$ cat config.mk
export PLATFORM = sky130hd
export DESIGN_NAME = eml_finish
export DESIGN_NICKNAME = d
export VERILOG_FILES = /design/src/hdl/eml_pkg.sv /design/src/hdl/eml_finish.sv
export SDC_FILE = /design/constraint.sdc
export NUM_CORES = 1
export LEC_CHECK = 0
export ABC_AREA = 1
export BUFFER_PORTS_ARGS = -buffer_cell sky130_fd_sc_hd__buf_2
export CAP_MARGIN = 0
export CORE_AREA = 2 2 151 212
export CTS_CLUSTER_SIZE = 14
export DETAILED_ROUTE_END_ITERATION = 6
export DIE_AREA = 0 0 153 214
export GPL_TIMING_DRIVEN = 0
export PLACE_DENSITY = 0.74
export RECOVER_POWER = 50
export SYNTH_ARGS = -nofsm -noshare
export SYNTH_HDL_FRONTEND = slang
export SYNTH_SLANG_ARGS = --single-unit
$ cat constraint.sdc
create_clock -name clk -period 3 [get_ports clk]
set_input_delay 0.9 -clock clk [delete_from_list [all_inputs] [get_ports clk]]
set_output_delay 0.9 -clock clk [all_outputs]
set_load 0.01 [all_outputs]
$ cat src/hdl/eml_pkg.sv
// ----------------------------------------------------------------------------
// eml_pkg
// Shared types and constants for the extent map lookup block.
// ----------------------------------------------------------------------------
package eml_pkg;

  localparam int MAX_EXTENTS = 64;
  localparam int AW          = 48;
  localparam int CNT_W       = $clog2(MAX_EXTENTS + 1);

  typedef enum logic [1:0] {
    CMD_CLEAR  = 2'd0,
    CMD_APPEND = 2'd1,
    CMD_LOOKUP = 2'd2
  } cmd_t;

  typedef enum logic [2:0] {
    ST_APPENDED = 3'd0,
    ST_FULL     = 3'd1,
    ST_HIT      = 3'd2,
    ST_MISS     = 3'd3,
    ST_CLEARED  = 3'd4
  } status_t;

  typedef enum logic [1:0] {
    S_IDLE,
    S_WALK,
    S_DRAIN
  } state_t;

  // query token walking down the cell chain
  typedef struct packed {
    logic          valid;
    logic          done;
    logic          hit;
    logic [AW-1:0] off;
    logic [AW-1:0] len;
    logic [AW:0]   qend;
    logic [AW:0]   ext_end;
    logic [AW-1:0] delta;
  } tok_t;

  // extent write data, broadcast to all cells
  typedef struct packed {
    logic [AW-1:0] start;
    logic [AW:0]   ext_end;
    logic [AW-1:0] delta;
  } ext_t;

  typedef struct packed {
    logic wr_en;
    logic ent_valid;
  } cell_ctl_t;

  typedef struct packed {
    status_t       status;
    logic [AW-1:0] hit_length;
    logic [AW-1:0] source_address;
  } res_t;

endpackage

$ cat src/hdl/eml_finish.sv
// ----------------------------------------------------------------------------
// eml_finish
// Turns the token leaving the chain into a registered lookup result.
// ----------------------------------------------------------------------------
module eml_finish (
  input  logic          clk,
  input  eml_pkg::tok_t tok,
  output eml_pkg::res_t res
);
  import eml_pkg::*;

  res_t          res_r;
  res_t          res_nxt;
  logic [AW:0]   avail;

  always_comb begin
    avail   = tok.ext_end - {1'b0, tok.off};
    res_nxt = '{status: ST_MISS, hit_length: '0, source_address: '0};
    if (tok.done && tok.hit) begin
      res_nxt.status = ST_HIT;
      // len < end - off is the same as qend < end
      res_nxt.hit_length     = (tok.qend < tok.ext_end) ? tok.len : avail[AW-1:0];
      res_nxt.source_address = tok.off + tok.delta;
    end
  end

  always_ff @(posedge clk) begin
    if (tok.valid) begin
      res_r <= res_nxt;
    end
  end

  assign res = res_r;

endmodule
==> impl_metrics.yaml <==
global_route:
  grt_max_degree: 65
  grt_antenna_before_repair: 3
  grt_pass1_vias: 14711
  gr-total-overflow: 0
  grtUsageTotal_pct: 30.6
  grt_pass1_wl_um: 77200
place:
  dp.cells: 2965
  post-dp-hpwl_um: 45200
  gp_congestion: 0.945
  io_buffers: 342
clock_tree:
  clk_path_buf_depth: 2
  cts_htree_levels: 3
  numCtsBuffers: 9
  cts_hold_buf: 0
  clkSlewWorstSetupHoldPaths_ps: 60
  cts_sinks: 97
  cts_tree: "yes"
  cts-root-buf: "clkbuf_16"
setup_path:
  path_delay_family: "simple AND/OR/NAND/NOR gates"
  cp_num_buf_inv: 4
  cp.arrival_ps: 3010
  critical-path-max-stage-delay_ps: 300
  endpoint: "res[70]$_SDFFCE_PN0P_"
  path_cells: "buf_2 > inv_1 > ha_1 > nand4_1 > nor2_2 > nand3_1 > nor2_2 > nand2_2 > nand2_4 > inv_2 > buf_4 > nor2_1 > nor2_1"
  crit_start: "tok[80]"
  crit_fanout: 10
  worst_setup_path_start_kind: "primary input"
  crit_cells: 13
  endpoint_kind: "flip-flop"
  critPathSlowestCell: "ha_1"
  worstPathRequired_ps: 3130
  critPathKind: "in -> reg"
timing:
  relSlewSlack_pct: -31.5
  finalCritPeriodShare_pct: 95.9
  rsz0062_at_grt: "no"
  period_needed_ps: 2880
  tightest_slew_ps: 1970
  drv_slew: 34
  hold_viol_final: 0
  clock.fmax_ghz: 0.347
  holdWs_ps: 837
  setup_violations: 0
power:
  p_total_uw: 5140
  leakagePower_uw: 0.00905
  irDropWorstVdd_mv: 0.265
  power_density_mw_per_mm2: 331
worst_hold_path:
  worstHoldPathType: "in -> reg"
die:
  die_h_um: 214
  design.core.area_mm2: 0.0307
  ios: 345
  rows: 76
  dieArea_mm2: 0.0327
  start_util_pct: 42.4
  die_w_um: 153
route:
  wl_per_cell_um: 17.1
  drc_errors: 0
  detail_route.wirelength_um: 51100
  first_iter_violations: 710
  drtPass1Iterations: 5
  viasPerCell: 4.98
  ant_nets: 0
  vias: 14879
synthesis:
  syn_area_mm2: 0.0130
  synth_warnings: 0
  synth_top_area_share_pct: 22.3
  synth_cells: 2232
  synth_seq_area_share_pct: 22.3
  ys_types: 34
  synth.avg_cell_area_um2: 5.84
  synth-seq-cells: 97
  syn-num-nets: 2622
  synthTopCellsByArea: "edfxtp_1 22%, nand2_1 21%, inv_1 14%"
  synth_top_cell_by_area: "edfxtp_1"
job:
  cap_violations: 1
status:
  outcome: "finished with violations"
  violations: "capacitance limit, slew limit"
final_layout:
  instances_no_fill: 2985
  fin_nets: 2977
  num-fill-cells: 3391
  syn_to_final_growth_pct: 19.1
  final_common_cell: "nand2_1"
  largest_reg_flops: 97
  final_cell_mix: "741 x nand2_1, 480 x inv_1, 297 x buf_2, 287 x nor2_1, 155 x a21oi_1"
  utilization_pct: 50.5
  layout-drive-gt1-share_pct: 13.0
tightest hold or removal path, stage by stage:
cell	delay (ps)
buf_2	80
o21ai_1	60
nor2_1	70
worst min path at each step:
stage | start | end | cells past startpoint | slack (ps)
final | tok[164] | res[66]$_SDFFCE_PN0P_ | 3 | 840
after global routing | tok[167] | res[69]$_SDFFCE_PN0P_ | 3 | 870
after CTS | tok[164] | res[66]$_SDFFCE_PN0P_ | 3 | 830
after detailed placement | tok[164] | res[66]$_SDFFCE_PN0P_ | 3 | 1220
after global placement | tok[167] | res[69]$_SDFFCE_PN0P_ | 3 | 1230
after floorplan | tok[244] | res[0]$_SDFFCE_PN0P_ | 0 | 1010
stage by stage:
stage          cell area (um^2)  worst slack (ps)  TNS [ps]
6_report                  15500               122         0
3_3_place_gp              15200              -365    -16630
5_1_grt                   15500              2.37         0
4_1_cts                   15500              24.4         0
2_1_floorplan             13000               341         0
3_5_place_dp              15300              -378    -17080
final cells by class:
class,count,area (um^2),area share [%]
Antenna cell,3,7.51,0.0484
Buffer,22,130,0.839
Clock buffer,10,229,1.48
Clock inverter,6,35.0,0.226
Inverter,481,1810,11.6
Multi-Input combinational cell,1632,8210,52.9
Sequential cell,97,2910,18.8
Tap cell,390,488,3.14
Timing Repair Buffer,344,1700,10.9
cells in the mapped netlist:
| master | number |
|---|---|
| clkbuf_1 | 8 |
| nor4_1 | 1 |
| buf_4 | 5 |
| o21ai_0 | 85 |
| a21boi_0 | 1 |
| edfxtp_1 | 97 |
| nand2_1 | 743 |
| a21oi_1 | 156 |
| nand3_1 | 95 |
| nor2_2 | 1 |
| buf_2 | 3 |
| clkbuf_2 | 2 |
| nand3b_1 | 12 |
| and2_1 | 7 |
| buf_1 | 1 |
| nand2_2 | 1 |
| fa_1 | 2 |
| or2_2 | 1 |
| nand4_1 | 16 |
| o21a_1 | 3 |
| xor2_1 | 23 |
| buf_6 | 3 |
| ha_1 | 142 |
| inv_2 | 1 |
| o21bai_1 | 7 |
| nor3_1 | 24 |
| xnor2_1 | 2 |
| o21ai_1 | 13 |
| inv_1 | 480 |
| nor2_1 | 288 |
| conb_1 | 2 |
| nand2_4 | 1 |
| a21oi_4 | 1 |
| a21o_1 | 5 |
layer usage:
| metal | share of wire, % | vias up | global-route usage, % | wire (um) |
|---|---|---|---|---|
| li1 | - | 7638 | - | - |
| met1 | 39 | 6737 | 33.7 | 19800 |
| met2 | 53 | 402 | 58.8 | 26900 |
| met3 | 3.9 | 102 | 2.21 | 2000 |
| met4 | 4.8 | 0 | 14.7 | 2440 |
| met5 | 0 | - | 0 | 0 |
kinds of logic (layout without fill, tap and decap cells):
kind of cell	Yosys count	in the layout	synth area share, %
other cells	2	5	0.0576
buf+inv	503	863	14.8
fa+ha+maj	144	144	13.9
flops	97	97	22.3
simple gates	1190	1190	36.3
xor+xnor	25	25	1.68
compound gates	271	271	10.8
repair_timing:
action	CTS	global route
setup buffers	0	1
resized for setup	0	8
setup endpoints to repair	0	25
report_power, final:
group	internal [uW]	leakage, uW	switching (uW)	total [uW]
Clock	556	0.000130	553	1110
Combinational	803	0.00799	1560	2370
Sequential	1630	0.000929	29.4	1660
Total	2990	0.00905	2150	5140
Power figures use the tool's default switching activity.
