===== config.mk =====
export PLATFORM = sky130hd
export DESIGN_NAME = eml_cell
export DESIGN_NICKNAME = d
export VERILOG_FILES = /design/src/hdl/eml_pkg.sv /design/src/hdl/eml_cell.sv
export SDC_FILE = /design/constraint.sdc
export NUM_CORES = 1
export LEC_CHECK = 0
export BUFFER_PORTS_ARGS = -buffer_cell sky130_fd_sc_hd__buf_4
export CAP_MARGIN = 10
export CORE_AREA = 2 2 245 247
export DETAILED_ROUTE_END_ITERATION = 16
export DIE_AREA = 0 0 247 249
export PLACE_DENSITY_LB_ADDON = 0.1
export SLEW_MARGIN = 40
export SYNTH_ARGS = -nofsm -noshare
export SYNTH_HDL_FRONTEND = slang
export SYNTH_SLANG_ARGS = --single-unit

===== constraint.sdc =====
create_clock -name clk -period 10.72 [get_ports clk]
set_clock_uncertainty 0.2 [all_clocks]
set_input_delay 2.144 -clock clk [delete_from_list [all_inputs] [get_ports clk]]
set_output_delay 2.144 -clock clk [all_outputs]
set_load 0.05 [all_outputs]

===== src/hdl/eml_pkg.sv =====
// ----------------------------------------------------------------------------
// eml_pkg
// Shared types and constants for the extent map lookup block.
// ----------------------------------------------------------------------------
package eml_pkg;

  localparam int MAX_EXTENTS = 64;
  localparam int AW          = 48;
  localparam int CNT_W       = $clog2(MAX_EXTENTS + 1);

  typedef enum logic [1:0] {
    CMD_CLEAR  = 2'd0,
    CMD_APPEND = 2'd1,
    CMD_LOOKUP = 2'd2
  } cmd_t;

  typedef enum logic [2:0] {
    ST_APPENDED = 3'd0,
    ST_FULL     = 3'd1,
    ST_HIT      = 3'd2,
    ST_MISS     = 3'd3,
    ST_CLEARED  = 3'd4
  } status_t;

  typedef enum logic [1:0] {
    S_IDLE,
    S_WALK,
    S_DRAIN
  } state_t;

  // query token walking down the cell chain
  typedef struct packed {
    logic          valid;
    logic          done;
    logic          hit;
    logic [AW-1:0] off;
    logic [AW-1:0] len;
    logic [AW:0]   qend;
    logic [AW:0]   ext_end;
    logic [AW-1:0] delta;
  } tok_t;

  // extent write data, broadcast to all cells
  typedef struct packed {
    logic [AW-1:0] start;
    logic [AW:0]   ext_end;
    logic [AW-1:0] delta;
  } ext_t;

  typedef struct packed {
    logic wr_en;
    logic ent_valid;
  } cell_ctl_t;

  typedef struct packed {
    status_t       status;
    logic [AW-1:0] hit_length;
    logic [AW-1:0] source_address;
  } res_t;

endpackage


===== src/hdl/eml_cell.sv =====
// ----------------------------------------------------------------------------
// eml_cell
// One table entry; checks the passing query token against its extent.
// ----------------------------------------------------------------------------
module eml_cell (
  input  logic              clk,
  input  logic              rst_n,
  input  eml_pkg::cell_ctl_t ctl,
  input  eml_pkg::ext_t     wr,
  input  eml_pkg::tok_t     tok_in,
  output eml_pkg::tok_t     tok_out
);
  import eml_pkg::*;

  ext_t ext_r;
  tok_t tok_r;
  tok_t tok_nxt;

  always_ff @(posedge clk) begin
    if (ctl.wr_en) begin
      ext_r <= wr;
    end
  end

  always_comb begin
    tok_nxt = tok_in;
    if (tok_in.valid && !tok_in.done && ctl.ent_valid) begin
      priority if (ext_r.ext_end <= {1'b0, tok_in.off}) begin
        // extent lies wholly below the query, keep walking
        tok_nxt.done = 1'b0;
      end else if (tok_in.qend <= {1'b0, ext_r.start}) begin
        tok_nxt.done = 1'b1;
        tok_nxt.hit  = 1'b0;
      end else if (ext_r.start <= tok_in.off) begin
        tok_nxt.done    = 1'b1;
        tok_nxt.hit     = 1'b1;
        tok_nxt.ext_end = ext_r.ext_end;
        tok_nxt.delta   = ext_r.delta;
      end else begin
        // extent starts inside the query past its offset, passed over
        tok_nxt.done = 1'b0;
      end
    end
  end

  always_ff @(posedge clk) begin
    if (!rst_n) begin
      tok_r.valid <= 1'b0;
    end else begin
      tok_r <= tok_nxt;
    end
  end

  assign tok_out = tok_r;

endmodule


==> impl_metrics.yaml <==
run_status:
  status: "finished clean"
global_routing:
  grt_pass1_vias: 11300
  grt_pass1_wl_um: 77160
  antenna_found_initial: 5
  grt_max_degree: 96
  gr-total-overflow: 0
  grt_usage_pct: 17.43
sta:
  relSlewSlack_pct: 45.58
  hold_viol: 0
  post-route-min-period_ns: 5.663
  fin_hold_ws_ns: 0.3434
  fmax_mhz: 176.6
  timing.final.crit_share_pct: 52.83
  tns_ns: 0
  rsz0062_at_grt: "false"
  tightest_slew_ns: 0.8163
  slew_viol_final: 0
  setup_viol_count_final: 0
logic_synthesis:
  yosysWarnings: 0
  synth_top_area_share_pct: 70.81
  yosysUniqueCellTypes: 39
  synth_adder_area_share_pct: 10.92
  synth-seq-cells: 390
  synth_top_area_cell: "edfxtp_1"
  synth_compound_area_share_pct: 4.088
  synth-simple-area-share_pct: 3.800
  synthXorXnorAreaFrac_pct: 0
  synth_fp_nets: 1519
  synth_edf_count: 389
  yosysMostFrequentCell: "edfxtp_1"
  synth-async-reset-ratio_pct: 0
  syn_area_per_cell_um2: 16.82
  postSynthCellCount: 981
  muxShareOfSynthArea_pct: 7.365
  ys_top_cells_by_area: "edfxtp_1, ha_1, mux2_2"
  ys_seq_area_share_pct: 70.93
  synth_area_um2: 16500
  ys.flop_type: "edfxtp_1"
  synth_top_family_by_area: "adder cells"
  yosys-top-cells-count: "edfxtp_1, ha_1, inv_1"
place:
  place_inst: 2386
  dp_hpwl_um: 43380
  gp_congestion: 0.7716
  io_buffers: 638
cts:
  cts_buffers: 45
  htree_levels: 2
  clock-sinks: 390
  cts_tree: "yes"
  cts_resized: 0
  cts_setup_buffers: 0
  postCtsHoldBufs: 0
  clkTransAtPathRegs_ns: 0.06
  clk_latency_ns: 0.58
  cts_buffer_depth: 3
  ctsRootBufferMaster: "clkbuf_16"
cells_and_area:
  fillers: 5545
  final_util_pct: 40.46
  final_net_count: 2199
  drive_gt1_share_pct: 47.73
  stdcell_count: 2472
  synthToLayoutAreaGrowth_pct: 43.95
routing:
  via_per_inst: 4.343
  route.detailed.drc: 0
  first_iter_violations: 448
  firstDrtPassIters: 4
  ant_nets: 0
  vias: 10740
  wire_per_inst_um: 22.19
  routed_wl_um: 54850
power:
  p_comb_share_pct: 17.3
  ir_drop_mv: 0.1563
  p_int_mw: 2.989
  pwr-share-seq_pct: 45.1
  p_sw_mw: 1.128
  clkPwrFrac_pct: 37.6
  p_leak_nw: 10.15
  sw_frac_of_total_pct: 27.39
  power_mw: 4.116
  power.density_nw_per_um2: 173.3
worst_hold_path:
  hold_path_class: "register to register"
  hold_start: "ext_r[41]"
  min_to: "tok_out[41]"
  hold_depth: 1
floorplan:
  pin_count: 639
  die_width_um: 247
  start_util_pct: 28.11
  fp-row-count: 89
  die-area_um2: 61500
  coreArea_um2: 58690
  dieHeight_um: 249
setup_path:
  critPathMaxFanout: 44
  cp.arrival_ns: 5.79
  startpoint_type: "input pin"
  r2r-start: "ext_r[72]"
  reg2reg_depth: 9
  worstSetupEndpointType: "register"
  crit_required_ns: 10.85
  ff2ff_setup_slack_ns: 6.35
  r2r-end: "tok_out[21]"
  crit_type: "input pin to register"
flow_run:
  maxCapViolCount: 0
## area by class of cell
class | instances | area (um^2) | share of cell area, %
antenna | 2 | 5.005 | 0.02108
clock buffer | 56 | 1187 | 5.001
clock inverter | 27 | 275.3 | 1.159
inverter | 104 | 390.4 | 1.644
multi-input combinational | 476 | 4334 | 18.25
sequential | 390 | 11700 | 49.28
tap | 773 | 967.2 | 4.073
timing repair buffer | 644 | 4885 | 20.57
## metal layers
layer / GRT usage (%) / routed length, um
met3: 5.441 / 3990
met5: 0 / 44
met4: 4.406 / 1096
met1: 20.08 / 21170
met2: 31.10 / 28550
## worst max-delay path, stage by stage
cell,delay (ns)
buf_4,0.09
inv_1,0.06
ha_1,0.29
and4_1,0.30
nand4_1,0.38
a2111oi_2,0.69
o311ai_0,0.27
a21oi_2,0.24
and3b_4,0.22
buf_4,0.55
mux2_2,0.42
## power by group through the flow
| stage | logic (mW) | registers (mW) | clock network [mW] |
|---|---|---|---|
| 2_1_floorplan | 0.152 | 2.12 | 0 |
| 4_1_cts | 0.721 | 1.86 | 1.60 |
| 3_5_place_dp | 0.719 | 1.89 | 0 |
| 6_report | 0.711 | 1.86 | 1.55 |
| 5_1_grt | 0.764 | 1.87 | 1.66 |
| 3_3_place_gp | 0.714 | 1.89 | 0 |
## cell families after synthesis
group                    Yosys count
flip-flops                       390
AND/OR/NAND/NOR                  124
adder cells (fa/ha/maj)          144
buffers and inverters            115
AO/OA/AOI/OAI                    110
multiplexers                      98
## registers in the layout (all words and copies together) (netlist names)
signal	cells
tok_out	245
ext_r	145
## layout by cell type, fill, tap and decap left out, types with 11 or more instances in the layout
cell / netlist / layout
nand4_1: 28 / 28
mux2_2: 67 / 67
inv_1: 104 / 104
a21oi_1: 52 / 52
buf_4: 0 / 637
mux2_4: 30 / 30
nor2_1: 15 / 15
ha_1: 144 / 144
edfxtp_1: 389 / 389
nand2_1: 42 / 42
clkinv_1: 0 / 11
o21ai_0: 21 / 21
clkbuf_16: 0 / 45
nand3_1: 11 / 11
## worst max-delay path by stage
stage,startpoint,to,slack (ns),depth (start not counted)
detailed placement,tok_in[218],tok_out[61],4.46,11
global route,tok_in[216],tok_out[61],4.91,11
CTS,tok_in[218],tok_out[50],5.08,11
finish,tok_in[218],tok_out[21],5.06,11
floorplan,tok_in[218],tok_out[66],5.84,12
global placement,tok_in[218],tok_out[27],3.81,11
## stage by stage
| stage | setup WS, ns | area (um^2) |
|---|---|---|
| 3_3_place_gp | 3.807 | 22220 |
| 4_1_cts | 5.080 | 23710 |
| 5_1_grt | 4.914 | 23740 |
| 3_5_place_dp | 4.462 | 22250 |
| 6_report | 5.057 | 23750 |
| 2_1_floorplan | 5.844 | 16500 |
(Power assumes the default switching activity.)
